`src/sdte_pkg.sv`:
```
package sdte_pkg;

    localparam logic [7:0] SOF_BYTE   = 8'hF0;
    localparam logic [7:0] EOX_BYTE   = 8'hF7;
    localparam logic [7:0] LCD_UNUSED = 8'hFF;
    localparam logic [7:0] SPACE_CHAR = 8'h20;
    localparam logic [8:0] MIN_BODY   = 9'd6;
    localparam logic [8:0] POS_MAX    = 9'd511;

    localparam logic [2:0] CFG_MANUF  = 3'd0;
    localparam logic [2:0] CFG_MTYPE  = 3'd1;
    localparam logic [2:0] CFG_LCD    = 3'd2;
    localparam logic [2:0] CFG_OFFSET = 3'd3;
    localparam logic [2:0] CFG_LENGTH = 3'd4;

    localparam logic KIND_CHUNK   = 1'b0;
    localparam logic KIND_SUMMARY = 1'b1;

    typedef enum logic [10:0] {
        S_IDLE = 11'b00000000001,
        S_CAP  = 11'b00000000010,
        S_LCHK = 11'b00000000100,
        S_TRD  = 11'b00000001000,
        S_TRC  = 11'b00000010000,
        S_CRD  = 11'b00000100000,
        S_CCK  = 11'b00001000000,
        S_CPR  = 11'b00010000000,
        S_CPW  = 11'b00100000000,
        S_EMIT = 11'b01000000000,
        S_SUM  = 11'b10000000000
    } t_state;

    typedef struct packed {
        logic       kind;
        logic [1:0] line_index;
        logic [4:0] chunk_start;
        logic [7:0] c0;
        logic [7:0] c1;
        logic [7:0] c2;
        logic [7:0] c3;
        logic [4:0] text_length;
        logic       matched;
        logic [3:0] changed_mask;
        logic       last;
    } t_result;

endpackage

```
`src/sdte_obuf.sv`:
```
module sdte_obuf (
    input  logic              i_clk,
    input  logic              i_rst_n,
    input  logic              i_load,
    input  sdte_pkg::t_result i_res,
    output logic              o_free,
    output logic              o_m_tvalid,
    input  logic              i_m_tready,
    // line_index, chunk_start, char_first..char_fourth, text_length, matched,
    // changed_mask, zero fill
    output logic [55:0]       o_m_tdata,
    output logic              o_m_tuser,  // result_kind
    output logic              o_m_tlast
);
    import sdte_pkg::*;

    logic    r_valid;
    t_result r_res;

    assign o_free = !r_valid || i_m_tready;

    always_ff @(posedge i_clk) begin
        if (!i_rst_n) begin
            r_valid <= 1'b0;
        end else if (o_free) begin
            r_valid <= i_load;
        end
    end

    always_ff @(posedge i_clk) begin
        if (o_free && i_load) begin
            r_res <= i_res;
        end
    end

    assign o_m_tvalid = r_valid;
    assign o_m_tuser  = r_res.kind;
    assign o_m_tlast  = r_res.last;
    assign o_m_tdata  = {7'd0, r_res.changed_mask, r_res.matched, r_res.text_length,
                         r_res.c3, r_res.c2, r_res.c1, r_res.c0,
                         r_res.chunk_start, r_res.line_index};

endmodule

```
`src/sysex_display_text_extractor.sv`:
```
// SysEx display text extractor.
// Slave stream: one SysEx byte per transaction in tdata, tlast on the final
// byte. Master stream: result transactions; tuser is the kind (0 text chunk,
// 1 summary), tlast marks the summary that closes each message.
// Config channel: index 0..4 selects manufacturer id, message type, LCD
// table, offset table, length table; data is 32 bits. Always ready.
// Each byte is handled with one window write per line into the window
// memory. At the end of a message each matching line walks its characters
// one at a time, trimming trailing spaces, then comparing them with the
// stored text and copying them when they differ; the single read port of
// each text memory sets this pace.
// Throughput for back-to-back short messages is one summary per message.
// A stalled master holds the result register; the sequencer waits for it
// to free before loading the next chunk or summary, and no byte is taken
// until the summary is loaded.
// Synchronous reset clears control state, lengths and config to defaults;
// memories need no clearing.
module sysex_display_text_extractor #(
    parameter int LINES    = 4,
    parameter int TEXT_MAX = 31
) (
    input  logic        i_clk,
    input  logic        i_rst_n,
    input  logic        i_s_tvalid,
    output logic        o_s_tready,
    input  logic [7:0]  i_s_tdata,   // data_byte
    input  logic        i_s_tlast,
    output logic        o_m_tvalid,
    input  logic        i_m_tready,
    // line_index, chunk_start, char_first..char_fourth, text_length, matched,
    // changed_mask, zero fill
    output logic [55:0] o_m_tdata,
    output logic        o_m_tuser,   // result_kind
    output logic        o_m_tlast,
    input  logic        i_cfg_valid,
    output logic        o_cfg_ready,
    input  logic [2:0]  i_cfg_index,
    input  logic [31:0] i_cfg_data
);
    import sdte_pkg::*;

    localparam int DEPTH = LINES * TEXT_MAX;
    localparam int AW    = $clog2(DEPTH);

    logic [7:0]  r_manuf, r_mtype;
    logic [31:0] r_lcd_tab, r_off_tab, r_len_tab;

    t_state      r_state;
    logic [8:0]  r_pos, r_len_total;
    logic        r_first, r_id_ok, r_type_ok, r_drop, r_last;
    logic [7:0]  r_lcd, r_byte;
    logic [1:0]  r_line;
    logic [4:0]  r_k, r_len;
    logic [4:0]  r_slen [LINES];
    logic        r_matched;
    logic [3:0]  r_mask;
    logic [7:0]  r_ch [4];

    logic [7:0]  r_win [DEPTH];
    logic [7:0]  r_st  [DEPTH];
    logic [7:0]  r_win_q, r_st_q;

    logic        w_free, w_load, w_last_line;
    t_result     w_res;
    logic [7:0]  w_lcd, w_off, w_tlen;
    logic [8:0]  w_pos_rel, w_pos_next, w_rem, w_eff9, w_total;
    logic        w_cap_hit, w_skip;
    logic [AW-1:0] w_base, w_raddr, w_cap_addr;
    logic [4:0]  w_rk;

    assign o_cfg_ready = 1'b1;
    assign o_s_tready  = (r_state == S_IDLE);

    always_ff @(posedge i_clk) begin
        if (!i_rst_n) begin
            r_manuf   <= 8'h7D;
            r_mtype   <= 8'h01;
            r_lcd_tab <= 32'hFFFF_FFFF;
            r_off_tab <= 32'd0;
            r_len_tab <= 32'd0;
        end else if (i_cfg_valid) begin
            case (i_cfg_index)
                CFG_MANUF:  r_manuf   <= i_cfg_data[7:0];
                CFG_MTYPE:  r_mtype   <= i_cfg_data[7:0];
                CFG_LCD:    r_lcd_tab <= i_cfg_data;
                CFG_OFFSET: r_off_tab <= i_cfg_data;
                CFG_LENGTH: r_len_tab <= i_cfg_data;
                default: ;
            endcase
        end
    end

    always_comb begin
        w_lcd  = 8'(r_lcd_tab >> {r_line, 3'b000});
        w_off  = 8'(r_off_tab >> {r_line, 3'b000});
        w_tlen = 8'(r_len_tab >> {r_line, 3'b000});
        w_base = AW'(r_line) * AW'(TEXT_MAX);
        w_last_line = (r_line == 2'(LINES - 1));

        w_pos_rel  = r_pos - {1'b0, w_off};
        w_cap_hit  = !r_drop && (r_pos >= {1'b0, w_off}) && (w_pos_rel < 9'(TEXT_MAX));
        w_cap_addr = w_base + AW'(w_pos_rel[4:0]);

        w_pos_next = r_drop ? r_pos : ((r_pos == POS_MAX) ? r_pos : r_pos + 9'd1);
        w_total    = w_pos_next;
        if (!r_drop && r_byte == EOX_BYTE && w_pos_next != 9'd0) begin
            w_total = w_pos_next - 9'd1;
        end

        w_rem  = r_len_total - {1'b0, w_off};
        w_eff9 = {1'b0, w_tlen};
        if (w_eff9 > w_rem) w_eff9 = w_rem;
        if (w_eff9 > 9'(TEXT_MAX)) w_eff9 = 9'(TEXT_MAX);
        w_skip = (w_lcd == LCD_UNUSED) || (w_lcd != r_lcd) ||
                 ({1'b0, w_off} >= r_len_total) || (w_eff9 == 9'd0);

        w_rk    = (r_state == S_TRD) ? r_len - 5'd1 : r_k;
        w_raddr = w_base + AW'(w_rk);
    end

    always_ff @(posedge i_clk) begin
        if (r_state == S_CAP && w_cap_hit) begin
            r_win[w_cap_addr] <= r_byte;
        end
        r_win_q <= r_win[w_raddr];
    end

    always_ff @(posedge i_clk) begin
        if (r_state == S_CPW) begin
            r_st[w_raddr] <= r_win_q;
        end
        r_st_q <= r_st[w_raddr];
    end

    always_comb begin
        w_load = 1'b0;
        w_res  = '0;
        if (r_state == S_EMIT) begin
            w_load            = 1'b1;
            w_res.kind        = KIND_CHUNK;
            w_res.line_index  = r_line;
            w_res.chunk_start = {r_k[4:2], 2'b00};
            w_res.c0          = r_ch[0];
            w_res.c1          = r_ch[1];
            w_res.c2          = r_ch[2];
            w_res.c3          = r_ch[3];
            w_res.text_length = r_len;
        end else if (r_state == S_SUM) begin
            w_load             = 1'b1;
            w_res.kind         = KIND_SUMMARY;
            w_res.matched      = r_matched;
            w_res.changed_mask = r_mask;
            w_res.last         = 1'b1;
        end
    end

    sdte_obuf u_obuf (
        .i_clk      (i_clk),
        .i_rst_n    (i_rst_n),
        .i_load     (w_load),
        .i_res      (w_res),
        .o_free     (w_free),
        .o_m_tvalid (o_m_tvalid),
        .i_m_tready (i_m_tready),
        .o_m_tdata  (o_m_tdata),
        .o_m_tuser  (o_m_tuser),
        .o_m_tlast  (o_m_tlast)
    );

    always_ff @(posedge i_clk) begin
        if (!i_rst_n) begin
            r_state   <= S_IDLE;
            r_pos     <= 9'd0;
            r_first   <= 1'b1;
            r_id_ok   <= 1'b0;
            r_type_ok <= 1'b0;
            r_lcd     <= 8'd0;
            r_line    <= 2'd0;
            r_k       <= 5'd0;
            r_matched <= 1'b0;
            r_mask    <= 4'd0;
            for (int i = 0; i < LINES; i++) r_slen[i] <= 5'd0;
            for (int i = 0; i < 4; i++) r_ch[i] <= 8'd0;
        end else begin
            case (r_state)
                S_IDLE: begin
                    if (i_s_tvalid) begin
                        r_byte  <= i_s_tdata;
                        r_last  <= i_s_tlast;
                        r_drop  <= r_first && (i_s_tdata == SOF_BYTE);
                        r_first <= 1'b0;
                        r_line  <= 2'd0;
                        r_state <= S_CAP;
                    end
                end
                S_CAP: begin
                    if (r_line == 2'd0 && !r_drop) begin
                        if (r_pos == 9'd0) r_id_ok <= (r_byte == r_manuf);
                        if (r_pos == 9'd1) r_type_ok <= (r_byte == r_mtype);
                        if (r_pos == 9'd3) r_lcd <= r_byte;
                    end
                    if (w_last_line) begin
                        r_pos       <= w_pos_next;
                        r_len_total <= w_total;
                        r_line      <= 2'd0;
                        r_matched   <= 1'b0;
                        r_mask      <= 4'd0;
                        if (!r_last) begin
                            r_state <= S_IDLE;
                        end else if (w_total >= MIN_BODY && r_id_ok && r_type_ok) begin
                            r_state <= S_LCHK;
                        end else begin
                            r_state <= S_SUM;
                        end
                    end else begin
                        r_line <= r_line + 2'd1;
                    end
                end
                S_LCHK: begin
                    if (w_skip) begin
                        r_line  <= w_last_line ? r_line : r_line + 2'd1;
                        r_state <= w_last_line ? S_SUM : S_LCHK;
                    end else begin
                        r_len   <= w_eff9[4:0];
                        r_state <= S_TRD;
                    end
                end
                S_TRD: r_state <= S_TRC;
                S_TRC: begin
                    r_k <= 5'd0;
                    if (r_win_q == SPACE_CHAR) begin
                        if (r_len == 5'd1) begin
                            r_line  <= w_last_line ? r_line : r_line + 2'd1;
                            r_state <= w_last_line ? S_SUM : S_LCHK;
                        end else begin
                            r_len   <= r_len - 5'd1;
                            r_state <= S_TRD;
                        end
                    end else begin
                        r_matched <= 1'b1;
                        for (int i = 0; i < 4; i++) r_ch[i] <= 8'd0;
                        r_state <= (r_len == r_slen[r_line]) ? S_CRD : S_CPR;
                    end
                end
                S_CRD: r_state <= S_CCK;
                S_CCK: begin
                    if (r_win_q != r_st_q) begin
                        r_k     <= 5'd0;
                        r_state <= S_CPR;
                    end else if (r_k == r_len - 5'd1) begin
                        r_line  <= w_last_line ? r_line : r_line + 2'd1;
                        r_state <= w_last_line ? S_SUM : S_LCHK;
                    end else begin
                        r_k     <= r_k + 5'd1;
                        r_state <= S_CRD;
                    end
                end
                S_CPR: r_state <= S_CPW;
                S_CPW: begin
                    r_ch[r_k[1:0]] <= r_win_q;
                    if (r_k[1:0] == 2'd3 || r_k == r_len - 5'd1) begin
                        r_state <= S_EMIT;
                    end else begin
                        r_k     <= r_k + 5'd1;
                        r_state <= S_CPR;
                    end
                end
                S_EMIT: begin
                    if (w_free) begin
                        for (int i = 0; i < 4; i++) r_ch[i] <= 8'd0;
                        if (r_k == r_len - 5'd1) begin
                            r_slen[r_line] <= r_len;
                            r_mask  <= r_mask | (4'd1 << r_line);
                            r_line  <= w_last_line ? r_line : r_line + 2'd1;
                            r_state <= w_last_line ? S_SUM : S_LCHK;
                        end else begin
                            r_k     <= r_k + 5'd1;
                            r_state <= S_CPR;
                        end
                    end
                end
                S_SUM: begin
                    if (w_free) begin
                        r_pos     <= 9'd0;
                        r_first   <= 1'b1;
                        r_id_ok   <= 1'b0;
                        r_type_ok <= 1'b0;
                        r_lcd     <= 8'd0;
                        r_state   <= S_IDLE;
                    end
                end
                default: r_state <= S_IDLE;
            endcase
        end
    end

`ifndef SYNTH
    a_sum_closes: assert property (@(posedge i_clk) disable iff (!i_rst_n)
        (r_state == S_SUM && w_free) |=> (r_state == S_IDLE && r_first && r_pos == 9'd0))
        else $error("summary did not close the message");
    a_copy_in_range: assert property (@(posedge i_clk) disable iff (!i_rst_n)
        (r_state == S_CPW || r_state == S_CCK) |-> (r_k < r_len))
        else $error("character index beyond text length");
    a_trim_nonempty: assert property (@(posedge i_clk) disable iff (!i_rst_n)
        (r_state == S_TRD) |-> (r_len != 5'd0))
        else $error("trim on empty window");
    a_emit_waits: assert property (@(posedge i_clk) disable iff (!i_rst_n)
        (r_state == S_EMIT && !w_free) |=> (r_state == S_EMIT && $stable(r_k)))
        else $error("chunk lost under stall");
`endif

endmodule

```
`config.mk`:
```
export PLATFORM = sky130hd
export DESIGN_NAME = sysex_display_text_extractor
export DESIGN_NICKNAME = d
export VERILOG_FILES = /design/src/sdte_pkg.sv /design/src/sdte_obuf.sv /design/src/sysex_display_text_extractor.sv
export SDC_FILE = /design/constraint.sdc
export NUM_CORES = 2
export LEC_CHECK = 0
export BUFFER_PORTS_ARGS = -buffer_cell sky130_fd_sc_hd__buf_4
export CAP_MARGIN = 10
export CORE_ASPECT_RATIO = 0.6
export CORE_MARGIN = 2
export CORE_UTILIZATION = 35
export DETAILED_ROUTE_END_ITERATION = 8
export SLEW_MARGIN = 20
export SYNTH_ARGS = -nofsm -noshare
export SYNTH_HDL_FRONTEND = slang
export SYNTH_HIERARCHICAL = 1
export SYNTH_SLANG_ARGS = --single-unit
```
`constraint.sdc`:
```
create_clock -name i_clk -period 16.6 [get_ports i_clk]
set_input_delay 2.49 -clock i_clk [delete_from_list [all_inputs] [get_ports i_clk]]
set_output_delay 2.49 -clock i_clk [all_outputs]
set_load 0.02 [all_outputs]
```
=== Word level (Yosys, flattened, before mapping) ===
Memory sizes are Yosys's and may differ from the RTL's. A register that Yosys moved wholly into a read port is not among the register bits.
Index checks and enable logic that the tools add are counted.

* Input port bits: 49
* Memories: 4
* Bits in registers: 199
* Output and inout bits: 61
* Word-level logic and storage cells: 269
* Memory bits (writable): 2036

* Order comparisons: 6
* Shift-type cells: 4
* Add/subtract/negate cells: 9
* Bitwise gates (word level): 10
* Mux-type cells: 104
* $mul: 1
* Eq/ne operators: 48
* Reductions and logical operators: 54

{| class="wikitable"
|+ Memories
! name !! depth !! bits a word !! rd ports !! clocked after Yosys merged registers in !! wr ports !! RTL line !! RTL
|-
| r_st || 124 || 8 || 1 || 1 || 1 || sysex_display_text_extractor.sv:60 || <nowiki>logic [7:0] r_st [DEPTH];</nowiki>
|-
| r_win || 124 || 8 || 1 || 1 || 1 || sysex_display_text_extractor.sv:59 || <nowiki>logic [7:0] r_win [DEPTH];</nowiki>
|-
| r_ch || 4 || 8 || 4 || 4 || 4 || sysex_display_text_extractor.sv:57 || <nowiki>logic [7:0] r_ch [4];</nowiki>
|-
| r_slen || 4 || 5 || 1 || 1 || 4 || sysex_display_text_extractor.sv:54 || <nowiki>logic [4:0] r_slen [LINES];</nowiki>
|}

{| class="wikitable"
|+ Operator list
! operator !! count
|-
| 11-bit two-way mux || 13
|-
| 11-bit one-hot mux with 11 select lines || 1
|-
| 8-bit two-way mux || 13
|-
| 32-bit by 5-bit >> shifter with 8-bit output || 3
|-
| 9-bit two-way mux || 7
|-
| 5-bit two-way mux || 9
|-
| 1-bit two-way mux || 34
|-
| 2-bit two-way mux || 13
|-
| 8-bit == test (second input constant) || 3
|-
| 2-bit != test (second input constant) || 10
|-
| 5-bit one-hot mux with 4 select lines || 1
|-
| 4-bit AND reduction || 5
|-
| 9-bit zero test || 2
|-
| 9-bit one-hot mux with 2 select lines || 1
|-
| 3-bit AND reduction || 6
|-
| 9-bit by 8-bit subtractor with 9-bit output || 2
|-
| 8-bit == test || 2
|-
| 8-bit != test || 2
|-
| 8-bit one-hot mux with 2 select lines || 1
|-
| 7-bit by 5-bit adder with 7-bit output || 2
|-
| 2-bit by 1-bit != test with 1-bit output (second input constant) || 7
|-
| 4-bit two-way mux || 3
|-
| 2-bit one-hot mux with 6 select lines || 1
|-
| 11-bit by 1-bit == test with 1-bit output (second input constant) || 1
|-
| other kinds (55) || 94
|}

=== Depth between registers and ports, before layout ===
* Word-level depth: 13
* Gate-level depth with buffers: 21
* Gate-level depth less buffers: 17

=== Cells and area by module ===
The synthesis kept the hierarchy.

{| class="wikitable"
|+ By module, submodules not included
! module !! cells an instance !! seq. area each (um^2) !! times used !! area each (um^2)
|-
| sysex_display_text_extractor || 5477 || 65322.6 || 1 || 86476.7
|-
| sdte_obuf || 64 || 1551.5 || 1 || 1645.3
|}

=== Worst setup path after synthesis ===
Ideal clock, no wire load.

* Path kind: reg2reg
* Start point: reg r_line[1]
* End point: mem r_win[25][0], enable pin
* Required time: 16.217 ns
* Cell stages (with the launch flop): 17
* Data arrival time: 5.034 ns
* Library setup time: 0.383 ns
* Path buffers: 3
* Clock period less this slack: 5.417 ns
* Setup slack: 11.183 ns
* Cells stage by stage: dfxtp_1 -> buf_2 -> buf_1 -> clkbuf_1 -> mux4_2 -> ha_1 -> inv_1 -> fa_1 -> fa_1 -> a21o_1 -> a21oi_2 -> nor2b_1 -> o21ai_0 -> xnor2_1 -> nor4_4 -> nand2_1 -> nor3_1

* Word-level cells in the longest chain between the ends: 7
* Elaborated cells between the ends (all ways): 11
* Those cells by class: add/sub: 2; mul: 1; order compare: 2; shift: 1; mux: 2; reduce/logical: 3

{| class="wikitable"
|+ Ends and longest elaborated chain
! element !! RTL line !! RTL
|-
| start: declaration || sysex_display_text_extractor.sv:52 || <nowiki>logic [1:0] r_line;</nowiki>
|-
| start signal: assignment || sysex_display_text_extractor.sv:216 || <nowiki>r_line <= r_line + 2'd1;</nowiki>
|-
| start signal: assignment || sysex_display_text_extractor.sv:221 || <nowiki>r_line <= w_last_line ? r_line : r_line + 2'd1;</nowiki>
|-
| start signal: assignment || sysex_display_text_extractor.sv:233 || <nowiki>r_line <= w_last_line ? r_line : r_line + 2'd1;</nowiki>
|-
| 32-bit by 5-bit >> shifter with 8-bit output || sysex_display_text_extractor.sv:95 || <nowiki>w_off = 8'(r_off_tab >> {r_line, 3'b000});</nowiki>
|-
| 9-bit by 8-bit subtractor with 9-bit output or 9-bit by 8-bit >= comparator with 1-bit output (tied branches) || sysex_display_text_extractor.sv:100, sysex_display_text_extractor.sv:101 ||
|-
| 9-bit by 5-bit < comparator with 1-bit output or 1-bit logical AND (tied branches) || sysex_display_text_extractor.sv:101 || <nowiki>w_cap_hit = !r_drop && (r_pos >= {1'b0, w_off}) && (w_pos_rel < 9'(TEXT_MAX));</nowiki>
|-
| 1-bit logical AND || sysex_display_text_extractor.sv:101 ||
|-
| 1-bit logical AND || sysex_display_text_extractor.sv:122 || <nowiki>if (r_state == S_CAP && w_cap_hit) begin</nowiki>
|-
| 1-bit two-way mux || sysex_display_text_extractor.sv:122 ||
|-
| 1-bit two-way mux (not written as such) || sysex_display_text_extractor.sv:123 || <nowiki>r_win[w_cap_addr] <= r_byte;</nowiki>
|-
| end: declaration || sysex_display_text_extractor.sv:59 ||
|}

Several ways; a longest one is shown, not always the timed one.

=== Worst setup path after layout ===
* Start point: reg r_state[6]
* End point: mem r_st[14][0], enable pin

* Word-level cells in the longest chain between the ends: 3
* Elaborated cells between the ends (all ways): 6
* Those cells by class: add/sub: 1; eq/ne: 2; mux: 3

{| class="wikitable"
|+ Ends and longest elaborated chain
! element !! RTL line !! RTL
|-
| start: declaration || sysex_display_text_extractor.sv:48 || <nowiki>t_state r_state;</nowiki>
|-
| start signal: assignment || sysex_display_text_extractor.sv:222 || <nowiki>r_state <= w_last_line ? S_SUM : S_LCHK;</nowiki>
|-
| start signal: assignment || sysex_display_text_extractor.sv:234 || <nowiki>r_state <= w_last_line ? S_SUM : S_LCHK;</nowiki>
|-
| start signal: assignment || sysex_display_text_extractor.sv:242 || <nowiki>r_state <= (r_len == r_slen[r_line]) ? S_CRD : S_CPR;</nowiki>
|-
| 11-bit by 4-bit == test with 1-bit output or 11-bit by 9-bit == test with 1-bit output (tied branches) || sysex_display_text_extractor.sv:117, sysex_display_text_extractor.sv:129 ||
|-
| 5-bit two-way mux or 1-bit two-way mux (tied branches) || sysex_display_text_extractor.sv:117, sysex_display_text_extractor.sv:129 ||
|-
| 7-bit by 5-bit adder with 7-bit output or 1-bit two-way mux (tied branches) || sysex_display_text_extractor.sv:118, sysex_display_text_extractor.sv:130 ||
|-
| end: declaration || sysex_display_text_extractor.sv:60 ||
|}

Several ways; a longest one is shown, not always the timed one.

==> metrics.txt <==
# TYPE chip_impl_metric gauge
chip_impl_metric{name="place_hpwl",unit="µm"} 149000
chip_impl_metric{name="core_region_area",unit="µm²"} 250000
chip_impl_metric{name="routed-via-count",unit=""} 52991
chip_impl_metric{name="cts_buffer_depth",unit=""} 4
chip_impl_metric{name="cts_hold_buffers",unit=""} 0
chip_impl_metric{name="timing.setup.tns",unit="ps"} 0
chip_impl_metric{name="final-setup-viol-count",unit=""} 0
chip_impl_metric{name="effective_utilization_at_floorplan",unit="%"} 35.3
chip_impl_metric{name="count_of_cells_resized_by_post_cts_repair",unit=""} 0
chip_impl_metric{name="timing.slew.headroom",unit="%"} 21.8
chip_impl_metric{name="timing.clock.skew",unit="ps"} 84.3
chip_impl_metric{name="design.portCount",unit=""} 110
chip_impl_metric{name="synth_largest_type_area_fraction",unit="%"} 71.9
chip_impl_metric{name="number_of_warnings_printed_during_yosys_synthesis",unit=""} 6
chip_impl_metric{name="wl_per_cell",unit="µm"} 27.5
chip_impl_metric{name="synth.distinct_cells",unit=""} 77
chip_impl_metric{name="layout.nets",unit=""} 5756
chip_impl_metric{name="synthesis.area_per_instance",unit="µm²"} 15.9
chip_impl_metric{name="maximum_number_of_pins_on_one_net_before_global_route_repair",unit=""} 135
chip_impl_metric{name="worstPathRequired",unit="ps"} 17070
chip_impl_info{name="slowest_cp_cell",value="sky130_fd_sc_hd__fa_1"} 1
chip_impl_info{name="worstPathCellList",value="nor3_1 > and3_1 > nand3_1 > nand2_1 > o21ai_0 > ha_1 > fa_1 > nor2b_1 > and2_4 > buf_12 > buf_4 > and2_1 > nand2_1 > nor2_1"} 1
chip_impl_metric{name="area_growth_syn_to_layout",unit="%"} 13.0
chip_impl_metric{name="finalWorstPathRequiredPeriod",unit="ps"} 7710
chip_impl_metric{name="wire_length_of_the_first_global_routing_pass",unit="µm"} 363000
chip_impl_metric{name="detail_route.drc_violations",unit=""} 0
chip_impl_metric{name="cts_sinks",unit=""} 2285
chip_impl_metric{name="synth_enable_flop_cells",unit=""} 2111
chip_impl_metric{name="n_fill_cell",unit=""} 22487
chip_impl_metric{name="drt_first_pass_iters",unit=""} 8
chip_impl_metric{name="via_density_per_instance",unit=""} 5.81
chip_impl_metric{name="drive_gt1_share",unit="%"} 12.5
chip_impl_info{name="status",value="complete, no violations"} 1
chip_impl_info{name="ys_top_cells_by_count",value="2111 x sky130_fd_sc_hd__edfxtp_1, 967 x sky130_fd_sc_hd__a22oi_1, 399 x sky130_fd_sc_hd__nand2_1, 231 x sky130_fd_sc_hd__nand4_1, 228 x sky130_fd_sc_hd__clkbuf_1"} 1
chip_impl_info{name="rsz0062_at_grt",value="no"} 1
chip_impl_metric{name="drt_wl_total",unit="µm"} 251000
chip_impl_metric{name="syn_area",unit="µm²"} 88100
chip_impl_metric{name="antenna_found_initial",unit=""} 8
chip_impl_metric{name="clk_latency",unit="ps"} 880
chip_impl_metric{name="dp_slack",unit="ps"} 9010
chip_impl_metric{name="static_leak",unit="nW"} 30.8
chip_impl_metric{name="synth-seq-area-share",unit="%"} 75.9
chip_impl_info{name="synth-main-ff-cell",value="sky130_fd_sc_hd__edfxtp_1"} 1
chip_impl_metric{name="final_core_utilization",unit="%"} 39.8
chip_impl_metric{name="grt_overflow",unit=""} 0
chip_impl_info{name="netlist.top_cell.by_area",value="sky130_fd_sc_hd__edfxtp_1"} 1
chip_impl_metric{name="chipWidth",unit="µm"} 652
chip_impl_metric{name="clkTransAtPathRegs",unit="ps"} 60
chip_impl_metric{name="gp_congestion",unit=""} 0.868
chip_impl_info{name="yosys-top-cells-area",value="sky130_fd_sc_hd__edfxtp_1 72%, sky130_fd_sc_hd__a22oi_1 8.2%, sky130_fd_sc_hd__dfxtp_1 4.0%, sky130_fd_sc_hd__mux4_2 2.4%, sky130_fd_sc_hd__nand2_1 1.7%"} 1
chip_impl_metric{name="ys_async_sr_fraction",unit="%"} 0
chip_impl_info{name="worst_setup_start_kind",value="flop"} 1
chip_impl_metric{name="cts-buffers-inserted",unit=""} 201
chip_impl_metric{name="critPathMaxStageDelay",unit="ps"} 1330
chip_impl_metric{name="slew_viol_final",unit=""} 0
chip_impl_metric{name="synth-seq-cells",unit=""} 2285
chip_impl_metric{name="htree_levels",unit=""} 4
chip_impl_metric{name="final_min_period_over_clock_period",unit="%"} 46.5
chip_impl_metric{name="maxClockFrequency",unit="GHz"} 0.130
chip_impl_metric{name="globalRouteTotalUtil",unit="%"} 19.1
chip_impl_metric{name="post-cts-setup-buffers",unit=""} 0
chip_impl_metric{name="finalHoldViolations",unit=""} 0
chip_impl_info{name="top_delay_family_on_crit_path",value="simple AND/OR/NAND/NOR gates"} 1
chip_impl_metric{name="tightestPinTransition",unit="ps"} 1170
chip_impl_metric{name="placement.io_buffers",unit=""} 101
chip_impl_info{name="cts_root_buf",value="sky130_fd_sc_hd__clkbuf_16"} 1
chip_impl_metric{name="max_ir_drop_vdd",unit="mV"} 0.0828
chip_impl_metric{name="layout_setup_ws",unit="ps"} 8890
chip_impl_info{name="critical_setup_path_kind",value="flop to flop"} 1
chip_impl_metric{name="grt_pass1_vias",unit=""} 50107
chip_impl_metric{name="detailedRoute.firstIterationViolations",unit=""} 7838
chip_impl_metric{name="power.density",unit="nW/µm²"} 120
chip_impl_info{name="library_cell_with_the_highest_instance_count_after_synthesis",value="sky130_fd_sc_hd__edfxtp_1"} 1
chip_impl_metric{name="cap_violations",unit=""} 0
chip_impl_metric{name="post_synth_inst_count",unit=""} 5541
chip_impl_metric{name="final_antenna_net_count",unit=""} 0
chip_impl_metric{name="floorplan.die.height",unit="µm"} 393
chip_impl_info{name="endpoint_kind",value="flop"} 1
chip_impl_metric{name="cp_num_buf_inv",unit=""} 2
chip_impl_info{name="min_path_type",value="flop to flop"} 1
chip_impl_metric{name="die_area",unit="µm²"} 256000
chip_impl_metric{name="reg2reg_setup_slack",unit="ps"} 8890
chip_impl_metric{name="cp_data_arrival_time",unit="ps"} 8180
chip_impl_metric{name="cp_max_fo",unit=""} 134
chip_impl_metric{name="placement_rows",unit=""} 142
chip_impl_info{name="timing.critical_path.mode_cell",value="sky130_fd_sc_hd__nand2_1"} 1
chip_impl_info{name="tritoncts",value="done"} 1
==> final timing paths <==
kind                 start  depth (start not counted)             to
max             r_state[6]                         14    r_st[14][0]
min          r_len_tab[21]                          2  r_len_tab[21]
max reg2reg     r_state[6]                         14    r_st[14][0]
min reg2reg  r_len_tab[21]                          2  r_len_tab[21]
==> worst reg2reg max path, stage by stage (launching register included) <==
cell and delay (ps):
sky130_fd_sc_hd__dfxtp_1 390, sky130_fd_sc_hd__nor3_1 450, sky130_fd_sc_hd__and3_1 320, sky130_fd_sc_hd__nand3_1 280, sky130_fd_sc_hd__nand2_1 160, sky130_fd_sc_hd__o21ai_0 130, sky130_fd_sc_hd__ha_1 250, sky130_fd_sc_hd__fa_1 1330
sky130_fd_sc_hd__nor2b_1 280, sky130_fd_sc_hd__and2_4 570, sky130_fd_sc_hd__buf_12 590, sky130_fd_sc_hd__buf_4 1140, sky130_fd_sc_hd__and2_1 310, sky130_fd_sc_hd__nand2_1 410, sky130_fd_sc_hd__nor2_1 770
==> final cells by class <==
cell class | count | area [µm²] | area share [%]
Antenna cell | 2 | 5.00 | 0.00503
Clock buffer | 263 | 5420 | 5.44
Clock inverter | 90 | 893 | 0.897
Inverter | 41 | 155 | 0.156
Multi-Input combinational cell | 2859 | 20000 | 20.1
Sequential cell | 2285 | 66900 | 67.2
Tap cell | 3312 | 4140 | 4.16
Timing Repair Buffer | 267 | 2090 | 2.10
==> cell usage in the layout, fill, tap and decap left out, types with 41 or more instances in the layout <==
cell type                   instances
sky130_fd_sc_hd__o21ai_0           51
sky130_fd_sc_hd__nor3_2            49
sky130_fd_sc_hd__xnor2_1           50
sky130_fd_sc_hd__nand3_1          123
sky130_fd_sc_hd__clkbuf_1          50
sky130_fd_sc_hd__nand4_1          231
sky130_fd_sc_hd__nor3_1           108
sky130_fd_sc_hd__nand2_1          397
sky130_fd_sc_hd__a22oi_1          967
sky130_fd_sc_hd__a21oi_1          123
sky130_fd_sc_hd__buf_4            260
sky130_fd_sc_hd__dfxtp_1          164
sky130_fd_sc_hd__clkinv_1          41
sky130_fd_sc_hd__mux4_2            94
sky130_fd_sc_hd__nor2_1           195
sky130_fd_sc_hd__ha_1              48
sky130_fd_sc_hd__and2_1            95
sky130_fd_sc_hd__clkbuf_16        204
sky130_fd_sc_hd__edfxtp_1        2111
==> registers in the layout, indices dropped and copies added, names as in the netlist, 9 cells and up, named ones only <==
| register | cells |
|---|---|
| r_off_tab | 32 |
| r_len_tab | 32 |
| r_slen | 20 |
| r_state | 11 |
| r_len_total | 9 |
| r_lcd_tab | 32 |
| r_st | 992 |
| r_win | 992 |
| r_ch | 32 |
| u_obuf/o_m_tdata | 49 |
| r_pos | 9 |
==> layer usage <==
layer / wire length, µm / share of wire [%] / global-route usage (%) / vias up
li1: - / - / - / 22456
met1: 115000 / 46 / 30.5 / 27179
met2: 101000 / 40 / 25.6 / 3025
met3: 30200 / 12 / 5.15 / 325
met4: 4320 / 1.7 / 3.63 / 6
met5: 39 / 0.016 / 0 / -
==> through the flow <==
step / std cells / instance area [µm²] / hold slack [ps] / total power [W]
after global placement: 8764 / 93100 / 439 / 0.00737
final: 9119 / 99600 / 450 / 0.0119
after CTS: 9117 / 99500 / 455 / 0.0120
after detailed placement: 8764 / 93200 / 446 / 0.00738
after global routing: 9117 / 99600 / 469 / 0.0123
after floorplan: 5548 / 88100 / 432 / 0.00700
==> cells by family after synthesis <==
logic type	share of synthesized area [%]
DFF	75.9
and+or+nand+nor	7.59
other	0.0128
muxes	2.65
buffers and inverters	1.89
xor gates and xnor gates	0.853
AOI/OAI and AO/OA	10.3
adders and majority gates	0.772
==> power by group <==
part	internal, W	switching, W	total, W	leakage (nW)
Clock	0.00256	0.00211	0.00467	3.07
Sequential	0.00643	0.0000729	0.00650	20.6
Combinational	0.000188	0.000582	0.000770	7.22
Total	0.00917	0.00277	0.0119	30.8
No activity file was read; power rests on OpenSTA's default activity.
